==> config.mk <==
export PLATFORM = sky130hd
export DESIGN_NAME = imdu_out
export DESIGN_NICKNAME = d
export VERILOG_FILES = /design/src/hdl/imdu_pkg.sv /design/src/hdl/imdu_out.sv
export VERILOG_INCLUDE_DIRS = /design/src /design/src/hdl
export SDC_FILE = /design/constraint.sdc
export NUM_CORES = 1
export LEC_CHECK = 0
export BUFFER_PORTS_ARGS = -buffer_cell sky130_fd_sc_hd__buf_4
export CORE_MARGIN = 2
export CORE_UTILIZATION = 32
export CTS_CLUSTER_SIZE = 16
export DETAILED_ROUTE_END_ITERATION = 7
export GPL_ROUTABILITY_DRIVEN = 0
export HOLD_SLACK_MARGIN = 0.12
export PLACE_DENSITY = 0.53
export SLEW_MARGIN = 10
export SYNTH_ARGS = -nofsm -noshare
export SYNTH_HDL_FRONTEND = slang
export SYNTH_SLANG_ARGS = --single-unit
==> constraint.sdc <==
create_clock -name clock -period 5.98 [get_ports clock]
set_input_delay 0.299 -clock clock [delete_from_list [all_inputs] [get_ports clock]]
set_output_delay 0.299 -clock clock [all_outputs]
set_load 0.1 [all_outputs]
==> src/hdl/integer_mul_div_unit_core_defines.svh <==
// Assertion macros for the integer multiply/divide unit.
`ifndef INTEGER_MUL_DIV_UNIT_CORE_DEFINES_SVH
`define INTEGER_MUL_DIV_UNIT_CORE_DEFINES_SVH

// Same-cycle implication, disabled during reset.
`define IMDU_ASSERT_NOW(label, clk, rst, ante, cons, msg) \
   label: assert property (@(posedge clk) disable iff (rst) (ante) |-> (cons)) \
      else $error(msg);

// Next-cycle implication, disabled during reset.
`define IMDU_ASSERT_NEXT(label, clk, rst, ante, cons, msg) \
   label: assert property (@(posedge clk) disable iff (rst) (ante) |=> (cons)) \
      else $error(msg);

`endif

==> src/hdl/imdu_pkg.sv <==
`timescale 1ns / 1ps
`default_nettype none

package imdu_pkg;

   // Default word width of the operands and the result.
   localparam int DATA_WIDTH_DEFAULT = 32;

   // Width of the operation code field.
   localparam int OP_WIDTH = 3;

   // Operation codes.
   typedef enum logic [OP_WIDTH-1:0] {
      OP_MUL  = 3'd0,
      OP_DIVU = 3'd1,
      OP_REMU = 3'd2,
      OP_DIV  = 3'd3,
      OP_REM  = 3'd4
   } op_type;

   // Control carried alongside the data through every stage.
   typedef struct packed {
      op_type op;
      logic   is_div;
      logic   negate;
   } ctl_type;

endpackage

`default_nettype wire

==> src/hdl/imdu_out.sv <==
`timescale 1ns / 1ps
`default_nettype none

`include "integer_mul_div_unit_core_defines.svh"

module imdu_out #(
   parameter int DATA_WIDTH = imdu_pkg::DATA_WIDTH_DEFAULT
) (
   input  wire logic                  clock,
   input  wire logic                  reset,
   input  wire logic                  advance,
   input  wire logic                  fin_valid,
   input  imdu_pkg::ctl_type          fin_ctl,
   input  wire logic [DATA_WIDTH-1:0] fin_rem,
   input  wire logic [DATA_WIDTH-1:0] fin_num,
   input  wire logic [DATA_WIDTH-1:0] fin_den,
   input  wire logic                  rsp_ready,
   output logic                       rsp_valid,
   output logic [DATA_WIDTH-1:0]      rsp_result,
   output logic                       skid_full
);
   import imdu_pkg::*;

   localparam int LoW = (DATA_WIDTH + 1) / 2;
   localparam int HiW = DATA_WIDTH - LoW;

   logic [HiW-1:0]        cross_sum;
   logic [DATA_WIDTH-1:0] product;
   logic [DATA_WIDTH-1:0] div_sel;
   logic [DATA_WIDTH-1:0] result_calc;

   logic                  rsp_valid_ff;
   logic                  rsp_valid_in;
   logic [DATA_WIDTH-1:0] rsp_result_ff;
   logic [DATA_WIDTH-1:0] rsp_result_in;
   logic                  skid_valid_ff;
   logic                  skid_valid_in;
   logic [DATA_WIDTH-1:0] skid_result_ff;
   logic [DATA_WIDTH-1:0] skid_result_in;

   // Finish the multiply: add the cross terms into the high part
   assign cross_sum = fin_den[2*HiW-1:HiW] + fin_den[HiW-1:0];
   assign product   = fin_num + {cross_sum, {LoW{1'b0}}};

   // Quotient or remainder, with the sign fix for signed operations
   assign div_sel = (fin_ctl.op == OP_DIV) ? fin_num : fin_rem;

   always_comb begin
      case (fin_ctl.op) inside
         OP_MUL:         result_calc = product;
         OP_DIVU:        result_calc = fin_num;
         OP_REMU:        result_calc = fin_rem;
         OP_DIV, OP_REM: result_calc = fin_ctl.negate ? ('0 - div_sel) : div_sel;
         default:        result_calc = '0;
      endcase
   end

   // Output register with a one-entry skid behind it
   always_comb begin
      rsp_valid_in   = rsp_valid_ff;
      rsp_result_in  = rsp_result_ff;
      skid_valid_in  = skid_valid_ff;
      skid_result_in = skid_result_ff;
      if (!rsp_valid_ff || rsp_ready) begin
         if (skid_valid_ff) begin
            rsp_valid_in  = 1'b1;
            rsp_result_in = skid_result_ff;
            skid_valid_in = 1'b0;
         end else begin
            rsp_valid_in  = advance && fin_valid;
            rsp_result_in = result_calc;
         end
      end else if (advance && fin_valid) begin
         skid_valid_in  = 1'b1;
         skid_result_in = result_calc;
      end
   end

   always_ff @(posedge clock) begin
      if (reset) begin
         rsp_valid_ff  <= 1'b0;
         skid_valid_ff <= 1'b0;
      end else begin
         rsp_valid_ff  <= rsp_valid_in;
         skid_valid_ff <= skid_valid_in;
      end
   end

   always_ff @(posedge clock) begin
      rsp_result_ff  <= rsp_result_in;
      skid_result_ff <= skid_result_in;
   end

   assign rsp_valid  = rsp_valid_ff;
   assign rsp_result = rsp_result_ff;
   assign skid_full  = skid_valid_ff;

   // Checks on the output and skid ordering
   `IMDU_ASSERT_NOW(a_skid_behind_out, clock, reset, skid_valid_ff, rsp_valid_ff, "skid holds a result while the output is empty")
   `IMDU_ASSERT_NEXT(a_stall_fills_skid, clock, reset, rsp_valid_ff && !rsp_ready && advance && fin_valid, skid_valid_ff, "result arriving at a stalled output was dropped")
   `IMDU_ASSERT_NEXT(a_skid_drains, clock, reset, rsp_valid_ff && rsp_ready && skid_valid_ff, rsp_valid_ff && !skid_valid_ff, "skid did not move to the output after a transfer")

endmodule

`default_nettype wire

==> results.cfg <==
[timing]
max_slew.worst_pin.slew_ps = 1110
finalSetupViolCount = 0
holdWs_ps = 288
fmax_mhz = 238
skew_ps = 5.83
setup_slack_ps = 1770
rsz0062_at_grt = no
max_slew_margin = 0.258
finalHoldViolCount = 0
final.min_clock_period_ps = 4210
setup_tns_ps = 0
slew_violations = 0
finalCritPeriodShare = 0.704

[cells_and_area]
fin_util = 0.402
drive_gt1_frac = 0.225
diodes = 0
final_area_um2 = 8160
nNetsFinal = 1010
areaGrowthSynthToFinish_pct = 23.2
final_cells = 1142

[detailed_routing]
drt_first_pass_iters = 5
dr_total_vias = 6352
wl_per_cell_um = 18.8
remaining_drc_errors = 0
vias_per_cell = 5.56
antenna_left = 0
totalWireLength_um = 21400
drtIter0Drc = 552

[synth]
synth_top_family_by_area = compound AO/OA/AOI/OAI gates
synthAdderAreaFrac = 0.0703
synthMuxAreaShare = 0.0820
netlist_instances = 754
synth_edf_count = 64
yosys_warnings = 0
syn_nets = 896
synth_xor_area_frac = 0.0674
synthSimpleGateAreaFrac = 0.183
yosysSeqAreaShare = 0.296
synthArstFlopShare = 0
syn_area_per_cell_um2 = 8.78
yosys_register_bits = 66
synth.lib_cells_used.distinct = 80
yosys_most_used_dff = edfxtp_1
synth_compound_area_frac = 0.255
netlist_area_um2 = 6620

[die]
fp.dieW_um = 148
coreArea_um2 = 20300
die_h_um = 148
pin_count = 140
die-area_um2 = 21900
rows = 52
initial_core_util = 0.326

[critical_path]
r2r_start = skid_full
required_ps = 6050
worst-setup-path-type = in2reg
start_kind = input pin
cp_max_fo = 5
cp.arrival_ps = 4280
cp-startpoint = fin_den[0]
endpoint_kind = register

[worst_hold_path]
min_from = fin_valid
hp-class = in2reg

[grt]
grt_pass1_vias = 5915
antenna_found_initial = 0
grt_usage = 0.194
grt_overflow_total = 0
grt_pass1_wl_um = 33800
grt_max_degree = 57

[clock_network]
postCtsSetupRepairBufs = 0
clock_latency_ps = 330
cts-htree-levels = 3
ctsHoldBuffers = 1
cts_tree = yes
numCtsBuffers = 9
clockBufferDepth = 2
clk_pin_slew_ps = 50
ctsResizeCount = 0
clock_sinks = 66
clock-root-buffer = clkbuf_16

[power_and_ir_drop]
max-vdd-ir-drop_uv = 121
cellLeakagePower_nw = 3.23
power_mw = 1.94
powerDensity_nw_per_um2 = 237

[status]
status = finished clean

[place]
dpl_worst_slack_ps = 1490
io_buffer_count = 138
dp_cells = 1126
dp_hpwl_um = 15700
placed_area_um2 = 7870

[flow_run]
max_cap_violations = 0
[layer usage]
metal | part of all wire | global-route usage
met2 | 0.42 | 0.287
met5 | 0 | 0
met1 | 0.49 | 0.297
met4 | 0.011 | 0.0433
met3 | 0.077 | 0.0299
[final timing paths]
check             slack (ps)             end  cells past startpoint
hold / removal           290       skid_full                      3
setup reg to reg        4210  rsp_result[31]                      4
setup / recovery        1770  rsp_result[28]                     18
hold reg to reg          550   rsp_result[4]                      1
[registers in the layout, indices dropped and copies added (netlist names)]
register / count
skid_result_ff: 32
rsp_result: 32
rsp_valid: 1
skid_full: 1
[cell usage in the layout, fill, tap and decap left out, types with 7 or more instances in the layout]
cell and n:
nand4_1 7, o21a_1 9, a211oi_1 9, o21ai_0 32, nand2_1 53, inv_1 29
o22ai_1 28, nor2b_1 8, edfxtp_1 64, a22o_1 7, nor3_1 29, clkbuf_16 9
a22oi_1 8, nor2_1 52, or3_1 13, o31ai_1 10, xor2_1 18, buf_4 145
a31oi_1 8, nand3_1 14, ha_1 34, mux2_2 25, xnor2_1 33, mux2i_1 25
and2_1 7, nor4_1 20, a21oi_1 48
[cells in the mapped netlist (5+ instances only)]
cell type	count	area, um^2
o21ai_0	32	160
nor2b_1	8	50.1
and2_1	7	43.8
nor4b_1	5	43.8
a311oi_1	5	43.8
a21oi_1	48	240
nor4_1	20	125
inv_1	29	109
mux2_2	25	282
nand2_1	53	199
nor2_1	53	199
a31oi_1	8	50.1
a22o_1	7	61.3
a211oi_1	9	67.6
nand4_1	7	43.8
o211ai_1	6	45.0
xor2_1	18	158
a41oi_1	5	43.8
buf_1	5	18.8
mux2i_1	25	250
o22ai_1	28	175
and3_1	5	31.3
xnor2_1	33	289
o21a_1	9	67.6
or3_1	13	81.3
a2bb2oi_1	5	43.8
a21o_1	6	45.0
ha_1	34	425
or4_1	5	37.5
o31ai_1	10	75.1
a22oi_1	8	60.1
nor3_1	29	145
nand3_1	14	70.1
edfxtp_1	64	1920
clkbuf_1	31	116
[power breakdown]
group / total [mW] / internal [mW] / switching (mW) / leakage (nW)
combinational: 0.870 / 0.294 / 0.576 / 2.44
clock: 0.503 / 0.318 / 0.185 / 0.128
sequential: 0.561 / 0.553 / 0.00842 / 0.666
[critical path, cell delays in order]
cell	delay (ps)
buf_4	80
ha_1	150
inv_1	50
fa_1	400
nor2b_1	130
o21ai_0	100
a21oi_1	310
o21a_1	150
nor2_1	40
xnor2_1	120
ha_1	230
a2111oi_0	410
o21a_1	240
nor3_1	70
a2111oi_1	650
xnor2_1	180
a211o_1	380
mux2_2	270
[cell type report]
| type | count | area (um^2) |
|---|---|---|
| clock buffer | 10 | 229 |
| clock inverter | 5 | 56.3 |
| fill | 2117 | 12100 |
| inverter | 31 | 116 |
| multi-input combinational | 614 | 4360 |
| sequential | 66 | 1960 |
| tap | 270 | 338 |
| timing repair buffer | 146 | 1100 |
[logic make-up after synthesis]
| kind of cell | Yosys count |
|---|---|
| flops | 66 |
| fa+ha+maj | 36 |
| buf+inv | 74 |
| compound gates | 239 |
| simple gates | 237 |
| xor+xnor | 51 |
| mux | 51 |
Note: power is estimated with default switching activity, not from simulation.
