### config.mk
export PLATFORM = sky130hd
export DESIGN_NAME = imdu_div_step
export DESIGN_NICKNAME = d
export VERILOG_FILES = /design/src/hdl/integer_mul_div_unit_core_defines.svh /design/src/hdl/imdu_pkg.sv /design/src/hdl/imdu_div_step.sv
export SDC_FILE = /design/constraint.sdc
export NUM_CORES = 1
export LEC_CHECK = 0
export BUFFER_PORTS_ARGS = -buffer_cell sky130_fd_sc_hd__buf_2
export CAP_MARGIN = 20
export CORE_MARGIN = 4
export CORE_UTILIZATION = 41
export DETAILED_ROUTE_END_ITERATION = 8
export PLACE_DENSITY = 0.79
export SYNTH_ARGS = -nofsm -noshare
export SYNTH_HDL_FRONTEND = slang
export SYNTH_SLANG_ARGS = --single-unit
### constraint.sdc
create_clock -name clock -period 6.6 [get_ports clock]
set_clock_uncertainty 0.2 [all_clocks]
set_input_delay 0.99 -clock clock [delete_from_list [all_inputs] [get_ports clock]]
set_output_delay 0.99 -clock clock [all_outputs]
set_load 0.05 [all_outputs]
### src/hdl/integer_mul_div_unit_core_defines.svh
// Assertion macros for the integer multiply/divide unit.
`ifndef INTEGER_MUL_DIV_UNIT_CORE_DEFINES_SVH
`define INTEGER_MUL_DIV_UNIT_CORE_DEFINES_SVH

// Same-cycle implication, disabled during reset.
`define IMDU_ASSERT_NOW(label, clk, rst, ante, cons, msg) \
   label: assert property (@(posedge clk) disable iff (rst) (ante) |-> (cons)) \
      else $error(msg);

// Next-cycle implication, disabled during reset.
`define IMDU_ASSERT_NEXT(label, clk, rst, ante, cons, msg) \
   label: assert property (@(posedge clk) disable iff (rst) (ante) |=> (cons)) \
      else $error(msg);

`endif

### src/hdl/imdu_pkg.sv
`timescale 1ns / 1ps
`default_nettype none

package imdu_pkg;

   // Default word width of the operands and the result.
   localparam int DATA_WIDTH_DEFAULT = 32;

   // Width of the operation code field.
   localparam int OP_WIDTH = 3;

   // Operation codes.
   typedef enum logic [OP_WIDTH-1:0] {
      OP_MUL  = 3'd0,
      OP_DIVU = 3'd1,
      OP_REMU = 3'd2,
      OP_DIV  = 3'd3,
      OP_REM  = 3'd4
   } op_type;

   // Control carried alongside the data through every stage.
   typedef struct packed {
      op_type op;
      logic   is_div;
      logic   negate;
   } ctl_type;

endpackage

`default_nettype wire

### src/hdl/imdu_div_step.sv
`timescale 1ns / 1ps
`default_nettype none

module imdu_div_step #(
   parameter int DATA_WIDTH = imdu_pkg::DATA_WIDTH_DEFAULT
) (
   input  wire logic                  clock,
   input  wire logic                  reset,
   input  wire logic                  advance,
   input  wire logic                  in_valid,
   input  imdu_pkg::ctl_type          in_ctl,
   input  wire logic [DATA_WIDTH-1:0] in_rem,
   input  wire logic [DATA_WIDTH-1:0] in_num,
   input  wire logic [DATA_WIDTH-1:0] in_den,
   output logic                       valid_ff,
   output imdu_pkg::ctl_type          ctl_ff,
   output logic [DATA_WIDTH-1:0]      rem_ff,
   output logic [DATA_WIDTH-1:0]      num_ff,
   output logic [DATA_WIDTH-1:0]      den_ff
);
   import imdu_pkg::*;

   logic [DATA_WIDTH-1:0] shifted;
   logic [DATA_WIDTH:0]   trial;
   logic                  take;
   logic [DATA_WIDTH-1:0] rem_in;
   logic [DATA_WIDTH-1:0] num_in;

   // One restoring step: shift in the next dividend bit, try the subtract.
   // The bit shifted out of the remainder sits above the divisor, so the
   // trial runs one bit wider and no borrow means the subtract is kept.
   assign shifted = {in_rem[DATA_WIDTH-2:0], in_num[DATA_WIDTH-1]};
   assign trial   = {in_rem[DATA_WIDTH-1], shifted} - {1'b0, in_den};
   assign take    = ~trial[DATA_WIDTH];

   // Multiply items pass through untouched
   always_comb begin
      rem_in = in_rem;
      num_in = in_num;
      if (in_ctl.is_div) begin
         rem_in = take ? trial[DATA_WIDTH-1:0] : shifted;
         num_in = {in_num[DATA_WIDTH-2:0], take};
      end
   end

   always_ff @(posedge clock) begin
      if (reset) begin
         valid_ff <= 1'b0;
      end else if (advance) begin
         valid_ff <= in_valid;
      end
   end

   always_ff @(posedge clock) begin
      if (advance) begin
         ctl_ff <= in_ctl;
         rem_ff <= rem_in;
         num_ff <= num_in;
         den_ff <= in_den;
      end
   end

endmodule

`default_nettype wire

==> impl_metrics.ini, run 1 <==
[run_status]
outcome = finished clean

[pwr]
seqPwrFrac = 0.394
p_int_mw = 1.343
comb_power_share = 0.321
p_sw_mw = 0.7003
pwr-share-clk = 0.286
peakVddDrop_mv = 0.1122
leakage_nw = 3.446
swShare = 0.3428
cellPowerDensity_nw_per_um2 = 268.5

[global_route]
grt.overflow.total = 0
grt_use_total = 0.1754
grt_max_degree = 93
antenna_found_initial = 1
grt_pass1_vias = 4635
grt_pass1_wl_um = 23360

[timing]
worst_slack_ps = 2060
timing.final.crit_share = 0.6879
hold_slack_ps = 297.4
fin_tns_setup_ps = 0
drv_slew = 0
maxSlewHeadroom = 0.2959
min_period_ps = 4540
worst_slew_pin_slew_ps = 1054
finalSetupViolCount = 0
max_freq_mhz = 220.3
hold_violations = 0
rsz0062_at_grt = false

[clock_tree]
cts_made_buffers = 9
cts_setup_buffers = 0
cts-root-buf = clkbuf_16
postCtsHoldBufs = 0
cts.repair.resized = 0
cts_tree = yes
clk_pin_slew_worst_paths_ps = 70
clk_latency_ps = 350
cts_htree_levels = 3
clk_path_buf_depth = 2
clock_sinks = 102

[floorplanning]
pin_count = 207
coreArea_um2 = 14530
rows = 44
start_util = 0.4199
fp.dieW_um = 130.0
dieArea_um2 = 16900
die_h_um = 130.0

[critical_path]
critPathRequiredTime_ps = 6600
endpoint_kind = flip-flop
critPathKind = in -> reg
startpoint_type = input port
worstPathArrival_ps = 4540
path_max_fanout = 27

[yosys]
synth-warning-count = 0
synth_area_per_cell_um2 = 11.36
synth_seq_cells = 102
synthTopCellsByArea = edfxtp_1 50%, ha_1 6.6%, mux2_2 5.7%
yosysMostFrequentCell = edfxtp_1
yosys-top-cells-count = 101 x edfxtp_1, 49 x a21oi_1, 49 x nor2_1
syn-num-nets = 675
synth_area_um2 = 6102
yosysTopAreaCellShare = 0.4970
synth_edf_count = 101
yosysSeqAreaShare = 0.5003
yosysTopAreaCell = edfxtp_1
ys_async_sr_fraction = 0
synthFlopType = edfxtp_1
yosys.cell_types.count = 61
synthCells = 537

[cells_and_area]
area_growth_pct = 24.69
nets = 875
n_antenna_cell = 0
utilization = 0.5235
final_layout_size_suffix_gt1_frac = 0.3639
design_area_um2 = 7609

[detailed_routing]
num_vias = 4824
wirelength_um = 15180
drt-vias-per-instance = 5.210
routedWlPerCell_um = 16.39
drc_errors = 0
firstDrtPassIters = 4
dr.first_iter.drc_count = 285
antenna_left = 0

[worst_hold_path]
hold_class = reg -> reg

[run]
drv_cap = 0

[placed_design]
finalWeightedCongestion = 0.8739
numPortBuffers = 206
hpwl_um = 11560
pre_cts_ws_ps = 1674
postPlaceCellArea_um2 = 7284
[flip-flops by register name (all words and copies together) (netlist names)]
| signal | count |
|---|---|
| rem_ff | 32 |
| ctl_ff | 5 |
| num_ff | 32 |
| valid_ff | 1 |
| den_ff | 32 |
[worst max-delay path: stages]
cell      delay, ps
buf_2            70
inv_1            60
ha_1            230
fa_1            390
nand2b_1        200
a21oi_2         230
o21ai_2         100
a21o_4          220
a31oi_4         200
o31a_4          190
xor2_4          810
buf_4           370
mux2_4          320
a21oi_2         120
[routing by layer]
| layer | vias up | global-route usage | routed length [um] |
|---|---|---|---|
| met2 | 171 | 0.2960 | 7149 |
| met3 | 24 | 0.03848 | 1242 |
| li1 | 2385 | - | - |
| met4 | 2 | 0.06907 | 316 |
| met5 | - | 0 | 8 |
| met1 | 2242 | 0.2200 | 6462 |
[stage by stage]
stage | cells | total power, mW
after floorplan | 537 | 1.311
after global placement | 910 | 1.466
after detailed placement | 910 | 1.476
after CTS | 926 | 2.064
after global routing | 926 | 2.146
final | 926 | 2.043
[power groups by stage]
stage / combinational, mW / sequential [mW] / clock, mW
after detailed placement: 0.657 / 0.819 / 0
after CTS: 0.659 / 0.805 / 0.599
after global routing: 0.705 / 0.810 / 0.631
after global placement: 0.649 / 0.817 / 0
after floorplan: 0.265 / 1.05 / 0
final: 0.655 / 0.804 / 0.584
[path summary, 6_finish.rpt]
path	slack (ps)	cells after the start	end	startpoint
hold reg to reg	300	2	valid_ff$_SDFFE_PP0P_	valid_ff$_SDFFE_PP0P_
setup reg to reg	5830	2	valid_ff$_SDFFE_PP0P_	valid_ff$_SDFFE_PP0P_
hold / removal	300	2	valid_ff$_SDFFE_PP0P_	valid_ff$_SDFFE_PP0P_
setup / recovery	2060	14	rem_ff[1]$_DFFE_PP_	in_num[31]
[logic make-up (layout without fill, tap and decap cells)]
| logic type | after synthesis | count (layout) | share of synthesized area |
|---|---|---|---|
| compound gates | 140 | 140 | 0.1536 |
| xor+xnor | 30 | 30 | 0.04613 |
| fa+ha+maj | 33 | 33 | 0.06889 |
| buf+inv | 58 | 263 | 0.04019 |
| flops | 102 | 102 | 0.5003 |
| mux | 58 | 58 | 0.1040 |
| simple gates | 116 | 116 | 0.08694 |
[final cells by class]
| type | instances | area, um^2 |
|---|---|---|
| multi-input cells | 377 | 2804 |
| flip-flops and latches | 102 | 3053 |
| well taps | 184 | 230.2 |
| fillers | 1336 | 6925 |
| clock buffers | 12 | 246.5 |
| inverters | 39 | 146.4 |
| clock inverters | 4 | 77.57 |
| repair buffers | 208 | 1051 |
[cells in the final DEF, fill, tap and decap left out, drive strengths merged, types with 2 or more instances in the layout]
master,count
bufinv,2
or3,4
a211oi,3
and4,2
a221o,2
o21ai,24
nand2,30
buf,208
inv,40
xnor2,18
a2bb2oi,3
nand3,3
o211ai,5
ha,32
a21boi,2
nor3,5
a41o,2
nor2,49
nand3b,2
and3,5
a21o,23
mux2i,24
o21bai,2
o21a,3
a21oi,53
mux2,34
clkbuf,12
o2bb2ai,2
a31oi,5
xor2,12
nand2b,3
nor2b,4
edfxtp,101
nand4,4
Power figures use the tool's default switching activity.
==> run 2, diff against run 1 <==
Settings changed: PLACE_DENSITY 0.79 to 0.82.
Clock period 6.6 ns to 3.8 ns, I/O delays scaled along.
==> run 2 against run 1 <==
Compared with the run above: combinational power grew 77%; critical path depth unchanged; global-route usage down 0.30 points; clock-buffer cell count fell by 3; die area did not move; first-iteration DRC count is 30% higher; worst setup slack got worse by 1600 ps; clock power grew 52%; utilization rose by 0.27 points; via count rose by 0.93%; wire length fell by 0.38%; critical endpoint is now rem_ff[5]$_DFFE_PP_; largest cell class unchanged; largest power group unchanged.
==> impl_metrics.ini, run 2 (synthesis gave the netlist of run 1 again) <==
[run_status]
outcome = finished clean

[critical_path]
slowest_stage = fa_1
worstPathCellList = buf_2, inv_1, ha_1, fa_1, nand2b_1, a21oi_2, o21ai_2, a21o_4, a31oi_4, o31a_4, xor2_4, buf_12, mux2_4, a21oi_2
r2r-start = valid_ff$_SDFFE_PP0P_
crit_path_frequent_cell = a21oi_2
critPathRequiredTime_ps = 3810
critPathKind = in -> reg
endpoint_kind = flip-flop
reg2reg_depth = 2
startpoint_type = input port
reg2reg_to = valid_ff$_SDFFE_PP0P_
ff2ff_setup_slack_ps = 3030
worstPathArrival_ps = 3370
path_max_fanout = 25
slowest_delay_ps = 410

[detailed_routing]
wirelength_um = 15120
dr.first_iter.drc_count = 371
routedWlPerCell_um = 16.19
drt-vias-per-instance = 5.213
firstDrtPassIters = 5
drc_errors = 0
num_vias = 4869
antenna_left = 0

[timing]
min_period_ps = 3363
maxSlewHeadroom = 0.5819
drv_slew = 0
fin_tns_setup_ps = 0
max_freq_mhz = 297.3
timing.final.crit_share = 0.8850
worst_slack_ps = 436.9
worst_slew_pin_slew_ps = 627.2
hold_violations = 0
finalSetupViolCount = 0
rsz0062_at_grt = false
hold_slack_ps = 162.6

[worst_hold_path]
whs_path_depth = 2
worstHoldEndpoint = valid_ff$_SDFFE_PP0P_
hold_class = in -> reg
min-delay-start = reset

[clock_tree]
postCtsHoldBufs = 0
clk_pin_slew_worst_paths_ps = 70
cts_made_buffers = 9
clk_path_buf_depth = 2
clk_latency_ps = 350
cts.repair.resized = 0
cts_setup_buffers = 0
cts_tree = yes
cts-root-buf = clkbuf_16
clock_sinks = 102
cts_htree_levels = 3

[global_route]
grt_pass1_wl_um = 22710
grt_pass1_vias = 4530
grt_use_total = 0.1723
grt.overflow.total = 0
grt_max_degree = 59
antenna_found_initial = 1

[placed_design]
hpwl_um = 11740
postPlaceCellArea_um2 = 7362
numPortBuffers = 206
pre_cts_ws_ps = 71.16
finalWeightedCongestion = 0.8688

[floorplanning]
fp.dieW_um = 130.0
rows = 44
die_h_um = 130.0
pin_count = 207
coreArea_um2 = 14530
dieArea_um2 = 16900
start_util = 0.4199

[pwr]
peakVddDrop_mv = 0.1842
leakage_nw = 3.467
cellPowerDensity_nw_per_um2 = 449.6

[cells_and_area]
final_cell_mix = 204 x buf_2, 101 x edfxtp_1, 49 x nor2_1, 49 x a21oi_1, 38 x inv_1
area_growth_pct = 25.32
top_regs = den_ff (32), num_ff (32), rem_ff (32)
design_area_um2 = 7647
final_layout_size_suffix_gt1_frac = 0.3712
final_common_cell = buf_2
nets = 882

[run]
drv_cap = 0
## run 2: metrics by stage
stage,instances,power [mW],utilization
floorplan,537,2.277,-
global placement,917,2.559,0.5065
detailed placement,917,2.577,0.5065
CTS,933,3.474,0.5260
global route,933,3.615,0.5260
finish,934,3.438,0.5262
## run 2: final cells by class
cell class / count / area [um^2]
Clock buffer: 9 / 225.2
Inverter: 39 / 146.4
Sequential cell: 102 / 3053
Fill cell: 1298 / 6887
Multi-Input combinational cell: 377 / 2804
Tap cell: 184 / 230.2
Antenna cell: 1 / 2.502
Clock inverter: 7 / 57.56
Timing Repair Buffer: 215 / 1129
## run 2: critical path: cells and delay by family
family / cells / cell delay [ps]
XOR/XNOR: 1 / 180
AND/OR/NAND/NOR: 1 / 190
AO/OA/AOI/OAI: 6 / 1060
multiplexers: 1 / 330
adder cells (fa/ha/maj): 2 / 640
buffers and inverters: 3 / 380
## run 2: how the worst max path moves through the flow
stage | start | end
3_5_place_dp | in_num[31] | rem_ff[5]$_DFFE_PP_
5_1_grt | in_num[31] | rem_ff[0]$_DFFE_PP_
2_1_floorplan | in_num[31] | rem_ff[3]$_DFFE_PP_
6_report | in_num[31] | rem_ff[5]$_DFFE_PP_
4_1_cts | in_num[31] | rem_ff[0]$_DFFE_PP_
3_3_place_gp | in_num[31] | rem_ff[1]$_DFFE_PP_
## run 2: layer usage
metal  share of wire  up-vias  track usage
li1                -     2411            -
met1            0.43     2244       0.2175
met2            0.47      197       0.2887
met3           0.086       15      0.04544
met4           0.015        2      0.05746
met5         0.00046        -            0
## run 2: report_power, final
part / internal, mW / total, mW / switching, mW
registers: 1.37 / 1.39 / 0.0254
clock network: 0.454 / 0.888 / 0.434
logic: 0.373 / 1.16 / 0.783
total: 2.20 / 3.44 / 1.24
