## config.mk

```make
export PLATFORM = sky130hd
export DESIGN_NAME = imdu_prep
export DESIGN_NICKNAME = d
export VERILOG_FILES = /design/src/hdl/integer_mul_div_unit_core_defines.svh /design/src/hdl/imdu_pkg.sv /design/src/hdl/imdu_prep.sv
export SDC_FILE = /design/constraint.sdc
export NUM_CORES = 1
export LEC_CHECK = 0
export ABC_AREA = 1
export ABC_CLOCK_PERIOD_IN_PS = 6280
export BUFFER_PORTS_ARGS = -buffer_cell sky130_fd_sc_hd__buf_4
export CAP_MARGIN = 25
export CELL_PAD_IN_SITES_DETAIL_PLACEMENT = 1
export CELL_PAD_IN_SITES_GLOBAL_PLACEMENT = 1
export CORE_ASPECT_RATIO = 1.2
export CORE_MARGIN = 2
export CORE_UTILIZATION = 30
export CTS_CLUSTER_SIZE = 30
export DETAILED_ROUTE_END_ITERATION = 12
export PLACE_DENSITY = 0.62
export SETUP_SLACK_MARGIN = 0.15
export SLEW_MARGIN = 20
export SYNTH_ARGS = -nofsm -noshare
export SYNTH_HDL_FRONTEND = slang
export SYNTH_SLANG_ARGS = --single-unit
```

## constraint.sdc

```tcl
create_clock -name clock -period 6.28 [get_ports clock]
set_clock_uncertainty 0.15 [all_clocks]
set_input_delay 0.314 -clock clock [delete_from_list [all_inputs] [get_ports clock]]
set_output_delay 0.314 -clock clock [all_outputs]
set_load 0.01 [all_outputs]
```

## src/hdl/integer_mul_div_unit_core_defines.svh

```systemverilog
// Assertion macros for the integer multiply/divide unit.
`ifndef INTEGER_MUL_DIV_UNIT_CORE_DEFINES_SVH
`define INTEGER_MUL_DIV_UNIT_CORE_DEFINES_SVH

// Same-cycle implication, disabled during reset.
`define IMDU_ASSERT_NOW(label, clk, rst, ante, cons, msg) \
   label: assert property (@(posedge clk) disable iff (rst) (ante) |-> (cons)) \
      else $error(msg);

// Next-cycle implication, disabled during reset.
`define IMDU_ASSERT_NEXT(label, clk, rst, ante, cons, msg) \
   label: assert property (@(posedge clk) disable iff (rst) (ante) |=> (cons)) \
      else $error(msg);

`endif

```

## src/hdl/imdu_pkg.sv

```systemverilog
`timescale 1ns / 1ps
`default_nettype none

package imdu_pkg;

   // Default word width of the operands and the result.
   localparam int DATA_WIDTH_DEFAULT = 32;

   // Width of the operation code field.
   localparam int OP_WIDTH = 3;

   // Operation codes.
   typedef enum logic [OP_WIDTH-1:0] {
      OP_MUL  = 3'd0,
      OP_DIVU = 3'd1,
      OP_REMU = 3'd2,
      OP_DIV  = 3'd3,
      OP_REM  = 3'd4
   } op_type;

   // Control carried alongside the data through every stage.
   typedef struct packed {
      op_type op;
      logic   is_div;
      logic   negate;
   } ctl_type;

endpackage

`default_nettype wire

```

## src/hdl/imdu_prep.sv

```systemverilog
`timescale 1ns / 1ps
`default_nettype none

module imdu_prep #(
   parameter int DATA_WIDTH = imdu_pkg::DATA_WIDTH_DEFAULT
) (
   input  wire logic                          clock,
   input  wire logic                          reset,
   input  wire logic                          advance,
   input  wire logic                          req_valid,
   input  wire logic [imdu_pkg::OP_WIDTH-1:0] req_op,
   input  wire logic [DATA_WIDTH-1:0]         req_operand_a,
   input  wire logic [DATA_WIDTH-1:0]         req_operand_b,
   output logic                               valid_ff,
   output imdu_pkg::ctl_type                  ctl_ff,
   output logic [DATA_WIDTH-1:0]              rem_ff,
   output logic [DATA_WIDTH-1:0]              num_ff,
   output logic [DATA_WIDTH-1:0]              den_ff
);
   import imdu_pkg::*;

   // Split of each operand into low and high halves for the multiply.
   localparam int LoW = (DATA_WIDTH + 1) / 2;
   localparam int HiW = DATA_WIDTH - LoW;

   op_type                  op;
   logic                    signed_op;
   logic                    a_neg;
   logic                    b_neg;
   logic [DATA_WIDTH-1:0]   mag_a;
   logic [DATA_WIDTH-1:0]   mag_b;
   logic [LoW-1:0]          a_lo;
   logic [LoW-1:0]          b_lo;
   logic [HiW-1:0]          a_hi;
   logic [HiW-1:0]          b_hi;
   logic [2*LoW-1:0]        pp_ll;
   logic [DATA_WIDTH-1:0]   pp_lh;
   logic [DATA_WIDTH-1:0]   pp_hl;
   ctl_type                 ctl_in;
   logic [DATA_WIDTH-1:0]   num_in;
   logic [DATA_WIDTH-1:0]   den_in;

   assign op    = op_type'(req_op);
   assign a_neg = req_operand_a[DATA_WIDTH-1];
   assign b_neg = req_operand_b[DATA_WIDTH-1];

   // Decode the operation
   always_comb begin
      ctl_in    = '0;
      ctl_in.op = op;
      signed_op = 1'b0;
      unique case (op)
         OP_MUL: begin
            ctl_in.is_div = 1'b0;
         end
         OP_DIVU, OP_REMU: begin
            ctl_in.is_div = 1'b1;
         end
         OP_DIV: begin
            ctl_in.is_div = 1'b1;
            ctl_in.negate = a_neg ^ b_neg;
            signed_op     = 1'b1;
         end
         OP_REM: begin
            ctl_in.is_div = 1'b1;
            ctl_in.negate = a_neg;
            signed_op     = 1'b1;
         end
         default: begin
            ctl_in.is_div = 1'b0;
         end
      endcase
   end

   // Magnitudes for the signed divide
   assign mag_a = (signed_op && a_neg) ? ('0 - req_operand_a) : req_operand_a;
   assign mag_b = (signed_op && b_neg) ? ('0 - req_operand_b) : req_operand_b;

   // Partial products of the low product word; cross terms keep only their low half
   assign a_lo  = req_operand_a[LoW-1:0];
   assign b_lo  = req_operand_b[LoW-1:0];
   assign a_hi  = req_operand_a[DATA_WIDTH-1:LoW];
   assign b_hi  = req_operand_b[DATA_WIDTH-1:LoW];
   assign pp_ll = a_lo * b_lo;
   assign pp_lh = a_lo * b_hi;
   assign pp_hl = a_hi * b_lo;

   // Divide: dividend and divisor. Multiply: low product and packed cross terms.
   assign num_in = ctl_in.is_div ? mag_a : pp_ll[DATA_WIDTH-1:0];
   assign den_in = ctl_in.is_div ? mag_b
                                 : DATA_WIDTH'({pp_lh[HiW-1:0], pp_hl[HiW-1:0]});

   // Stage register
   always_ff @(posedge clock) begin
      if (reset) begin
         valid_ff <= 1'b0;
      end else if (advance) begin
         valid_ff <= req_valid;
      end
   end

   always_ff @(posedge clock) begin
      if (advance) begin
         ctl_ff <= ctl_in;
         rem_ff <= '0;
         num_ff <= num_in;
         den_ff <= den_in;
      end
   end

endmodule

`default_nettype wire

```

==> metrics.cfg, run 1 <==
[timing]
worst_slew_pin_slew_ps = 911
final_max_slew_viol_count = 0
period_minus_slack_ps = 5900
hold_viol_final = 0
hold_ws_ps = 24.0
fin_crit_sh_pct = 93.9
grt_setup_unrepaired = true
fmax_mhz = 170
setup_slack_ps = 385
setup_viol_count_final = 0
slew_headroom_pct = 39.2

[power_and_ir_drop]
p_int_mw = 5.14
power_frac_seq_pct = 7.4
irDropWorstVdd_uv = 303
powerDensity_mw_per_mm2 = 512
netSwitchingFraction_pct = 58.7
p_clk_share_pct = 4.2
leakage_nw = 14.0
p_comb_share_pct = 88.4
power_switching_mw = 7.31

[die]
core_area_mm2 = 0.0723
fp.dieH_um = 300
dieArea_mm2 = 0.0753
initial_core_util_pct = 30.3
io_pins = 173
die_w_um = 251
rows = 108

[synth]
yosys_warnings = 0
synthCells = 3008
synth_top_area_share_pct = 32.3
synthDistinctLibCells = 57
synth_top_cell_by_area = fa_1
synth_area_mm2 = 0.0219
ys.flop_type = edfxtp_1
ys_top_cells_by_area = fa_1 32%, nand2_1 14%, inv_1 14%, ha_1 12%, edfxtp_1 9.4%
avgSynthCellArea_um2 = 7.29
ys_async_sr_fraction_pct = 0
synth-seq-area-share_pct = 9.54
synth-edff-count = 69
synth_seq_cells = 70

[final_layout]
multi_input_area_mm2 = 0.0161
syn2layout_area_growth_pct = 10.8
layout_common_cells = 818 x nand2_1, 798 x inv_1, 354 x fa_1
drive_above_1_share_pct = 8.41
finalNonFillerCells = 4028
fillerInstances = 9027
final_util_pct = 33.6
fin_nets = 3716
final_common_cell = nand2_1
area.sequential_mm2 = 0.00209

[cts]
clockBufferDepth = 2
worstSkewPairLatency_ps = 380
cts_setup_buffers = 0
cts_buffers = 9
root_buffer = clkbuf_16
clk_pin_slew_ps = 60
htree_levels = 3
cts_tree = yes
cts.sinks = 70

[grt]
antenna_found_initial = 3
grt_overflow = 0
grt_usage_pct = 20.9
grt_pass1_wl_um = 120000
grt_max_degree = 56
grt_pass1_vias = 20830

[placed_design]
io_buffers = 140
dp_hpwl_um = 63000
gp_congestion = 0.854
place_ws_ps = -97.4
dp_cells = 4007

[setup_path]
crit_path_max_fanout = 23
slowest_delay_ps = 530
path_class = in2reg
worstPathArrival_ps = 5880
r2r_slack_ps = 5550
required_ps = 6260
cp_num_buf_inv = 7
crit_path_start_kind = input port
crit_path_top_delay_cell = fa_1
cp-end-kind = register
path_delay_family = adder cells

[routing]
drtIter0Drc = 842
vias_per_cell = 4.71
postRouteAntennaNets = 0
avgRoutedWirePerCell_um = 19.0
drc = 0
drt_pass1_iterations = 5
vias = 18975
routed_wl_um = 76300

[job]
cap_violations = 0

[outcome]
status = finished, final reports clean

[worst_hold_path]
hold_path_class = in2reg

==> synthesized netlist by cell type, types with 5 or more instances <==
master,n
xor2_1,29
edfxtp_1,69
buf_4,32
buf_2,20
nor2_1,108
o22ai_1,6
inv_1,798
fa_1,354
nand2_1,818
o31ai_1,9
a21o_1,8
clkbuf_1,95
inv_2,5
o21ai_1,5
buf_1,27
xnor2_1,23
nor3_1,21
o21ai_0,101
nand4_1,13
nand3b_1,8
a21oi_1,106
nand3_1,81
ha_1,204
==> power by group through the flow <==
stage / combinational (mW) / clock, mW / sequential, mW
finish: 11.0 / 0.523 / 0.926
detailed placement: 10.9 / 0 / 0.931
global route: 12.5 / 0.550 / 0.945
floorplan: 7.16 / 0 / 0.982
global placement: 10.9 / 0 / 0.934
CTS: 11.0 / 0.538 / 0.931
==> final cells by class <==
type	instances	area share [%]
tap	935	4.81
sequential	70	8.61
antenna	1	0.0103
clock inverter	6	0.190
inverter	803	12.4
clock buffer	10	0.942
multi-input combinational	1989	66.3
timing repair buffer	214	6.70
==> final timing paths <==
| path | start | endpoint | cells after the start |
|---|---|---|---|
| hold / removal | req_valid | valid_ff | 3 |
| setup / recovery | req_operand_a[5] | num_ff[29] | 26 |
| setup reg to reg | valid_ff | valid_ff | 2 |
| hold reg to reg | valid_ff | valid_ff | 2 |
==> per-stage QoR <==
| stage | area, µm² | power (mW) | TNS (ps) |
|---|---|---|---|
| 6_report | 24300 | 12.4 | 0 |
| 5_1_grt | 24300 | 14.0 | 0 |
| 4_1_cts | 24300 | 12.5 | 0 |
| 3_5_place_dp | 24000 | 11.9 | -97.4 |
| 3_3_place_gp | 24000 | 11.8 | -66.4 |
| 2_1_floorplan | 22100 | 8.14 | 0 |
==> metal layers <==
| layer | vias up | routed length [µm] | global-route usage (%) |
|---|---|---|---|
| met5 | - | 0 | 0 |
| met4 | 0 | 1430 | 4.35 |
| met3 | 80 | 2300 | 2.36 |
| met2 | 311 | 38600 | 38.1 |
| met1 | 9643 | 34000 | 26.5 |
| li1 | 8941 | - | - |
==> worst register-to-register path, cell delays in order, from the launching register on <==
cell and delay, ps:
dfxtp_1 310, mux2i_1 120, nor2_1 50
==> cells by family (layout without fill, tap and decap cells) <==
family | Yosys count | in the layout | synth area share, %
muxes | 1 | 1 | 0.0456
adders and majority gates | 558 | 558 | 43.9
xor gates and xnor gates | 52 | 52 | 2.08
buffers and inverters | 980 | 1033 | 17.5
AOI/OAI and AO/OA | 264 | 264 | 6.66
DFF | 70 | 70 | 9.54
and+or+nand+nor | 1082 | 1082 | 20.2
other | 1 | 33 | 0.0171
==> timing repair <==
item / 4_1_cts / 5_1_grt
hold buffers: 4 / 0
setup endpoints to repair: 0 / 3
gates resized for setup: 0 / 5
endpoints found under the hold margin: 4 / 0
==> flip-flops by register name, summed over array words and instances (netlist names) <==
signal	flops
num_ff	32
valid_ff	1
den_ff	32
ctl_ff	5
(Power assumes the default switching activity.)
==> run 2: changes to the inputs <==
--- a/config.mk
+++ b/config.mk
@@ -16,9 +16,9 @@
 export CORE_UTILIZATION = 30
 export CTS_CLUSTER_SIZE = 30
 export DETAILED_ROUTE_END_ITERATION = 12
+export MAX_ROUTING_LAYER = met4
 export PLACE_DENSITY = 0.62
 export SETUP_SLACK_MARGIN = 0.15
-export SLEW_MARGIN = 20
 export SYNTH_ARGS = -nofsm -noshare
 export SYNTH_HDL_FRONTEND = slang
 export SYNTH_SLANG_ARGS = --single-unit
==> constraint.sdc (replaced) <==
create_clock -name clock -period 6.28 [get_ports clock]
set_clock_uncertainty 0.15 [all_clocks]
set_input_delay 0 -clock clock [delete_from_list [all_inputs] [get_ports clock]]
set_output_delay 0 -clock clock [all_outputs]
set_load 0.01 [all_outputs]
==> metrics.cfg, run 2 (synthesis results as in run 1) <==
[outcome]
status = finished with violations  ; was finished, final reports clean
violations = hold timing

[grt]
grt_pass1_vias = 20450  ; was 20,830
grt_max_degree = 71  ; was 56
grt_pass1_wl_um = 119000  ; was 120,000 µm
grt_overflow = 0  ; unchanged
grt_usage_pct = 21.3  ; was 20.9%
antenna_found_initial = 0  ; was 3

[die]
fp.dieH_um = 300  ; unchanged
initial_core_util_pct = 30.3  ; unchanged
io_pins = 173  ; unchanged
dieArea_mm2 = 0.0753  ; unchanged
die_w_um = 251  ; unchanged
core_area_mm2 = 0.0723  ; unchanged
rows = 108  ; unchanged

[setup_path]
reg2reg_to = valid_ff  ; unchanged
required_ps = 6260  ; about the same
crit_path_max_fanout = 11  ; was 23
path_class = in2reg  ; unchanged
r2r_slack_ps = 4990  ; was 5550 ps
crit_path_start_kind = input port  ; unchanged
ff2ff_path_depth = 3  ; was 2
worstPathArrival_ps = 5610  ; was 5880 ps
r2r-start = valid_ff  ; unchanged
slowest_delay_ps = 550  ; was 530 ps
cp-end-kind = register  ; unchanged
crit_top_cell = fa_1
crit_path_top_delay_cell = fa_1  ; unchanged
path_cells = dlygate4sd3_1 -> buf_4 -> nand2_1 -> fa_1 -> inv_1 -> fa_1 -> inv_1 -> fa_1 -> fa_1 -> inv_1 -> fa_1 -> inv_1 -> fa_1 -> inv_1 -> ha_1 -> a21o_1 -> a221oi_1 -> o311ai_0 -> o21ai_0 -> nand2_1

[placed_design]
gp_congestion = 0.889  ; was 0.854
dp_cells = 3962  ; was 4,007
io_buffers = 140  ; unchanged
dpl_cell_area_mm2 = 0.0236  ; was 0.0240 mm²
dp_hpwl_um = 60200  ; was 63,000 µm

[timing]
fin_crit_sh_pct = 89.8  ; was 93.9%
tns_ps = 0  ; unchanged
worst_slew_pin_slew_ps = 886  ; was 911 ps
slew_headroom_pct = 40.9  ; was 39.2%
period_minus_slack_ps = 5640  ; was 5900 ps
final_max_slew_viol_count = 0  ; unchanged
hold_ws_ps = -5.90  ; was 24.0 ps
grt_setup_unrepaired = false  ; was true
setup_viol_count_final = 0  ; unchanged
fmax_mhz = 177  ; was 170 MHz
hold_viol_final = 1  ; was 0

[power_and_ir_drop]
powerDensity_mw_per_mm2 = 510  ; was 512 mW/mm²
irDropWorstVdd_uv = 348  ; was 303 µV
leakage_nw = 13.8  ; was 14.0 nW

[cts]
clk_pin_slew_ps = 60  ; about the same
cts.sinks = 70  ; unchanged
cts_setup_buffers = 0  ; unchanged
htree_levels = 3  ; unchanged
cts_resized = 0  ; unchanged
cts_buffers = 9  ; unchanged
root_buffer = clkbuf_16  ; unchanged
clockBufferDepth = 2  ; unchanged
cts_tree = yes  ; unchanged
worstSkewPairLatency_ps = 370  ; was 380 ps

[routing]
postRouteAntennaNets = 0  ; unchanged
drt_pass1_iterations = 5  ; unchanged
drc = 0  ; unchanged
vias_per_cell = 4.72  ; was 4.71
routed_wl_um = 75800  ; was 76,300 µm
vias = 18850  ; was 18,975
drtIter0Drc = 788  ; was 842
avgRoutedWirePerCell_um = 19.0  ; about the same

[worst_hold_path]
whs_endpoint = num_ff[29]  ; was valid_ff
hold_start = req_operand_a[29]  ; was req_valid
hold_path_class = in2reg  ; unchanged
worstHoldPathCells = 4  ; was 3

[final_layout]
n_antenna_cell = 0  ; was 1
finalNonFillerCells = 3996  ; was 4,028
drive_above_1_share_pct = 7.02  ; was 8.41%
reg_top3 = den_ff: 32 flops, num_ff: 32 flops, ctl_ff: 5 flops  ; unchanged
syn2layout_area_growth_pct = 10.0  ; was 10.8%
final_common_cell = nand2_1  ; unchanged
fin_area_mm2 = 0.0241  ; was 0.0243 mm²
layout_common_cells = 818 x nand2_1, 798 x inv_1, 354 x fa_1  ; unchanged
fin_nets = 3685  ; was 3,716

[job]
cap_violations = 0  ; unchanged

## run 2: changes by cell type in the layout (fill, tap and decap cells not counted), sizes merged
cell	delta
buf	-44
dlygate4sd3	+13
clkinvlp	-2
clkinv	+1
diode	-1
bufinv	+1
## run 2: area by class of cell
| type | count | area, µm² |
|---|---|---|
| Inverter | 803 | 3010 |
| Timing Repair Buffer | 183 | 1440 |
| Sequential cell | 70 | 2090 |
| Fill cell | 8951 | 48200 |
| Clock inverter | 6 | 70.1 |
| Clock buffer | 10 | 229 |
| Tap cell | 935 | 1170 |
| Multi-Input combinational cell | 1989 | 16100 |
## run 2: layer usage
metal / vias up / global-route usage, % / routed length, µm
met5: - / - / 0
met2: 335 / 37.7 / 38400
met3: 72 / 1.78 / 2070
met1: 9557 / 26.6 / 33600
li1: 8886 / - / -
met4: 0 / 4.46 / 1630
## run 2: per-stage QoR
| step | utilization [%] | setup WS, ps | hold slack [ps] | power (mW) |
|---|---|---|---|---|
| finish | 33.4 | 641 | -5.90 | 12.3 |
| global route | 33.4 | 347 | 25.3 | 13.8 |
| CTS | 33.3 | 679 | 1.13 | 12.4 |
| detailed placement | 32.7 | 316 | 14.1 | 11.7 |
| global placement | 32.7 | 265 | 8.50 | 11.7 |
| floorplan | - | 756 | -77.6 | 8.14 |
## run 2: how the worst max path moves through the flow
stage / depth (start not counted) / end / start / slack (ps)
floorplan: 26 / num_ff[29] / req_operand_b[2] / 760
CTS: 20 / num_ff[18] / req_operand_a[11] / 680
finish: 20 / den_ff[14] / req_operand_a[26] / 640
global route: 23 / num_ff[20] / req_operand_b[5] / 350
global placement: 22 / num_ff[18] / req_operand_b[5] / 260
detailed placement: 22 / num_ff[18] / req_operand_b[5] / 320
## run 2: what timing repair did
item / CTS / global route
setup endpoints to repair: 0 / 0
hold endpoints to repair: 14 / 15
hold buffers: 16 / 1
## run 2: critical path: cells and delay by family
kind | cells | cell delay [ps]
AO/OA/AOI/OAI | 4 | 1050
buffers and inverters | 7 | 980
AND/OR/NAND/NOR | 2 | 180
adder cells (fa/ha/maj) | 7 | 3390
## run 2: power breakdown
part | switching, mW | internal, mW
sequential | 0.0935 | 0.842
clock | 0.248 | 0.311
combinational | 6.94 | 3.87
==> run 3: changes to the inputs <==
--- a/config.mk
+++ b/config.mk
@@ -5,7 +5,6 @@
 export SDC_FILE = /design/constraint.sdc
 export NUM_CORES = 1
 export LEC_CHECK = 0
-export ABC_AREA = 1
 export ABC_CLOCK_PERIOD_IN_PS = 6280
 export BUFFER_PORTS_ARGS = -buffer_cell sky130_fd_sc_hd__buf_4
 export CAP_MARGIN = 25
@@ -17,7 +16,7 @@
 export CTS_CLUSTER_SIZE = 30
 export DETAILED_ROUTE_END_ITERATION = 12
 export MAX_ROUTING_LAYER = met4
-export PLACE_DENSITY = 0.62
+export PLACE_DENSITY = 0.53
 export SETUP_SLACK_MARGIN = 0.15
 export SYNTH_ARGS = -nofsm -noshare
 export SYNTH_HDL_FRONTEND = slang
==> metrics.cfg, run 3 <==
[outcome]
status = finished, final reports clean  ; was finished with violations

[routing]
vias_per_cell = 4.75  ; was 4.72
avgRoutedWirePerCell_um = 21.5  ; was 19.0 µm
drtIter0Drc = 620  ; was 788
postRouteAntennaNets = 0  ; unchanged
routed_wl_um = 73800  ; was 75,800 µm
drc = 0  ; unchanged
drt_pass1_iterations = 5  ; unchanged
vias = 16261  ; was 18,850

[placed_design]
dp_hpwl_um = 60700  ; was 60,200 µm
gp_congestion = 0.853  ; was 0.889
io_buffers = 140  ; unchanged

[cts]
clk_pin_slew_ps = 70  ; was 60 ps
worstSkewPairLatency_ps = 390  ; was 370 ps
cts.sinks = 70  ; unchanged
root_buffer = clkbuf_16  ; unchanged
cts_buffers = 9  ; unchanged
cts_tree = yes  ; unchanged
clockBufferDepth = 2  ; unchanged
htree_levels = 3  ; unchanged

[final_layout]
layout_common_cells = 475 x inv_1, 370 x nand2_1, 354 x fa_1  ; was 818 x nand2_1, 798 x inv_1, 354 x fa_1
fin_nets = 3133  ; was 3,685
reg_top3 = den_ff: 32 flops, num_ff: 32 flops, ctl_ff: 5 flops  ; unchanged
syn2layout_area_growth_pct = 12.5  ; was 10.0%
fillerInstances = 8012  ; was 8,951
multi_input_area_mm2 = 0.0162  ; was 0.0161 mm²
final_common_cell = inv_1  ; was nand2_1
drive_above_1_share_pct = 9.84  ; was 7.02%
area.sequential_mm2 = 0.00209  ; unchanged

[timing]
grt_setup_unrepaired = false  ; unchanged
fmax_mhz = 173  ; was 177 MHz
final_max_slew_viol_count = 0  ; unchanged
tns_ps = 0  ; unchanged
hold_viol_final = 0  ; was 1
setup_viol_count_final = 0  ; unchanged
slew_headroom_pct = 32.6  ; was 40.9%
period_minus_slack_ps = 5780  ; was 5640 ps
worst_slew_pin_slew_ps = 1000  ; was 886 ps
fin_crit_sh_pct = 92.0  ; was 89.8%

[die]
initial_core_util_pct = 30.3  ; about the same
io_pins = 173  ; unchanged
core_area_mm2 = 0.0684  ; was 0.0723 mm²
rows = 105  ; was 108
dieArea_mm2 = 0.0712  ; was 0.0753 mm²
die_w_um = 244  ; was 251 µm
fp.dieH_um = 292  ; was 300 µm

[synth]
synth_top_area_share_pct = 34.2  ; was 32.3%
synthTopCellsByCount = 476 x inv_1, 370 x nand2_1, 354 x fa_1  ; was 818 x nand2_1, 798 x inv_1, 354 x fa_1
ys.flop_type = edfxtp_1  ; unchanged
synth_top_cell_by_area = fa_1  ; unchanged
ys_top_cells_by_area = fa_1 34%, ha_1 12%, edfxtp_1 10%, inv_1 8.6%, nand2_1 6.7%  ; was fa_1 32%, nand2_1 14%, inv_1 14%, ha_1 12%, edfxtp_1 9.4%
synthCells = 2404  ; was 3,008
yosysMostFrequentCell = inv_1  ; was nand2_1
yosys_warnings = 0  ; unchanged
ys_async_sr_fraction_pct = 0  ; unchanged
avgSynthCellArea_um2 = 8.62  ; was 7.29 µm²
synth_seq_cells = 70  ; unchanged
synth-seq-area-share_pct = 10.1  ; was 9.54%
synth-edff-count = 69  ; unchanged
synthDistinctLibCells = 67  ; was 57
synth_area_mm2 = 0.0207  ; was 0.0219 mm²

[power_and_ir_drop]
total_power_mw = 12.2  ; was 12.3 mW
irDropWorstVdd_uv = 631  ; was 348 µV
leakage_nw = 11.4  ; was 13.8 nW
powerDensity_mw_per_mm2 = 523  ; was 510 mW/mm²

[setup_path]
crit_path_start_kind = input port  ; unchanged
required_ps = 6280  ; was 6260 ps
reg2reg_to = valid_ff  ; unchanged
endpoint = num_ff[28]  ; was den_ff[14]
crit_path_max_fanout = 14  ; was 11
crit_start = req_operand_a[6]  ; was req_operand_a[26]
r2r-start = valid_ff  ; unchanged
ff2ff_path_depth = 3  ; unchanged
path_class = in2reg  ; unchanged
cp-end-kind = register  ; unchanged
r2r_slack_ps = 4990  ; about the same
worstPathArrival_ps = 5780  ; was 5610 ps

[grt]
grt_pass1_vias = 18670  ; was 20,450
grt_max_degree = 55  ; was 71
antenna_found_initial = 8  ; was 0
grt_overflow = 0  ; unchanged
grt_usage_pct = 22.0  ; was 21.3%
grt_pass1_wl_um = 113000  ; was 119,000 µm

[worst_hold_path]
hold_start = req_operand_b[25]  ; was req_operand_a[29]
hold_path_class = in2reg  ; unchanged

[job]
cap_violations = 0  ; unchanged

==> run 3: changes by cell type after synthesis, sizes merged, moves of 13 or more <==
cell | previous run | this run
nand2 | 822 | 371
o21ai | 107 | 61
nor2 | 116 | 69
or3 | 0 | 13
a21oi | 106 | 79
xnor2 | 23 | 105
clkbuf | 95 | 122
nand3 | 84 | 7
inv | 803 | 476
and2 | 0 | 218
buf | 82 | 46
nand4 | 15 | 2
xor2 | 29 | 50
==> run 3: how the worst min path moves through the flow <==
stage,to,slack (ps),cells after the start
final,den_ff[25],20,3
after global routing,den_ff[29],40,4
after CTS,den_ff[25],0.4,3
after detailed placement,valid_ff,20,2
after global placement,valid_ff,7,2
after floorplan,valid_ff,-80,1
==> run 3: power by group <==
part | internal (mW) | switching, mW
clock network | 0.308 | 0.254
logic | 4.62 | 6.08
registers | 0.879 | 0.0575
total | 5.81 | 6.40
==> run 3: layer usage <==
layer | share of wire (%) | GRT usage [%] | routed length (µm) | vias up
li1 | - | - | - | 7447
met1 | 38 | 23.1 | 28000 | 8500
met2 | 56 | 41.6 | 41500 | 219
met3 | 1.6 | 1.76 | 1220 | 95
met4 | 4.2 | 9.76 | 3130 | 0
met5 | 0 | - | 0 | -
==> run 3: repair_timing <==
action	CTS	global route
endpoints found under the setup margin	0	1
endpoints found under the hold margin	39	0
gates resized for setup	0	1
hold buffers	15	0
buffers inserted	0	0
==> run 3: worst max-delay path, stage by stage <==
cell and delay, ps:
buf_4 220, buf_4 180, nand2_1 60, fa_1 490
fa_1 460, fa_1 550, inv_1 40, ha_1 280
fa_1 510, inv_1 60, fa_1 480, inv_1 40
ha_1 330, a21oi_1 320, nand2b_1 200, o311ai_4 160
a2111o_1 450, a221o_1 400, o21ai_2 150, a211oi_1 90
a211o_1 310
==> run 3: stage by stage <==
step	setup slack, ps	instance area [µm²]	std cells	hold slack, ps	util [%]
after floorplan	218	20900	2435	-77.6	-
final	503	23300	3425	19.0	34.1
after global routing	198	23300	3425	37.9	34.1
after global placement	121	22900	3387	6.54	33.4
after CTS	406	23300	3418	0.411	34.0
after detailed placement	5.92	22900	3387	15.3	33.4
==> run 3: final cells by class <==
type,count,area share [%]
multi-input combinational,1721,69.6
sequential,70,8.97
inverter,476,7.66
timing repair buffer,226,7.54
tap,909,4.88
clock buffer,11,0.998
clock inverter,5,0.252
antenna,7,0.0751
==> run 3: kinds of logic after synthesis <==
family	Yosys count	share of synthesized area [%]
and+or+nand+nor	742	17.2
buffers and inverters	644	12.3
adders and majority gates	558	46.5
AOI/OAI and AO/OA	232	7.16
xor gates and xnor gates	156	6.66
DFF	70	10.1
other	1	0.0181
muxes	1	0.0483
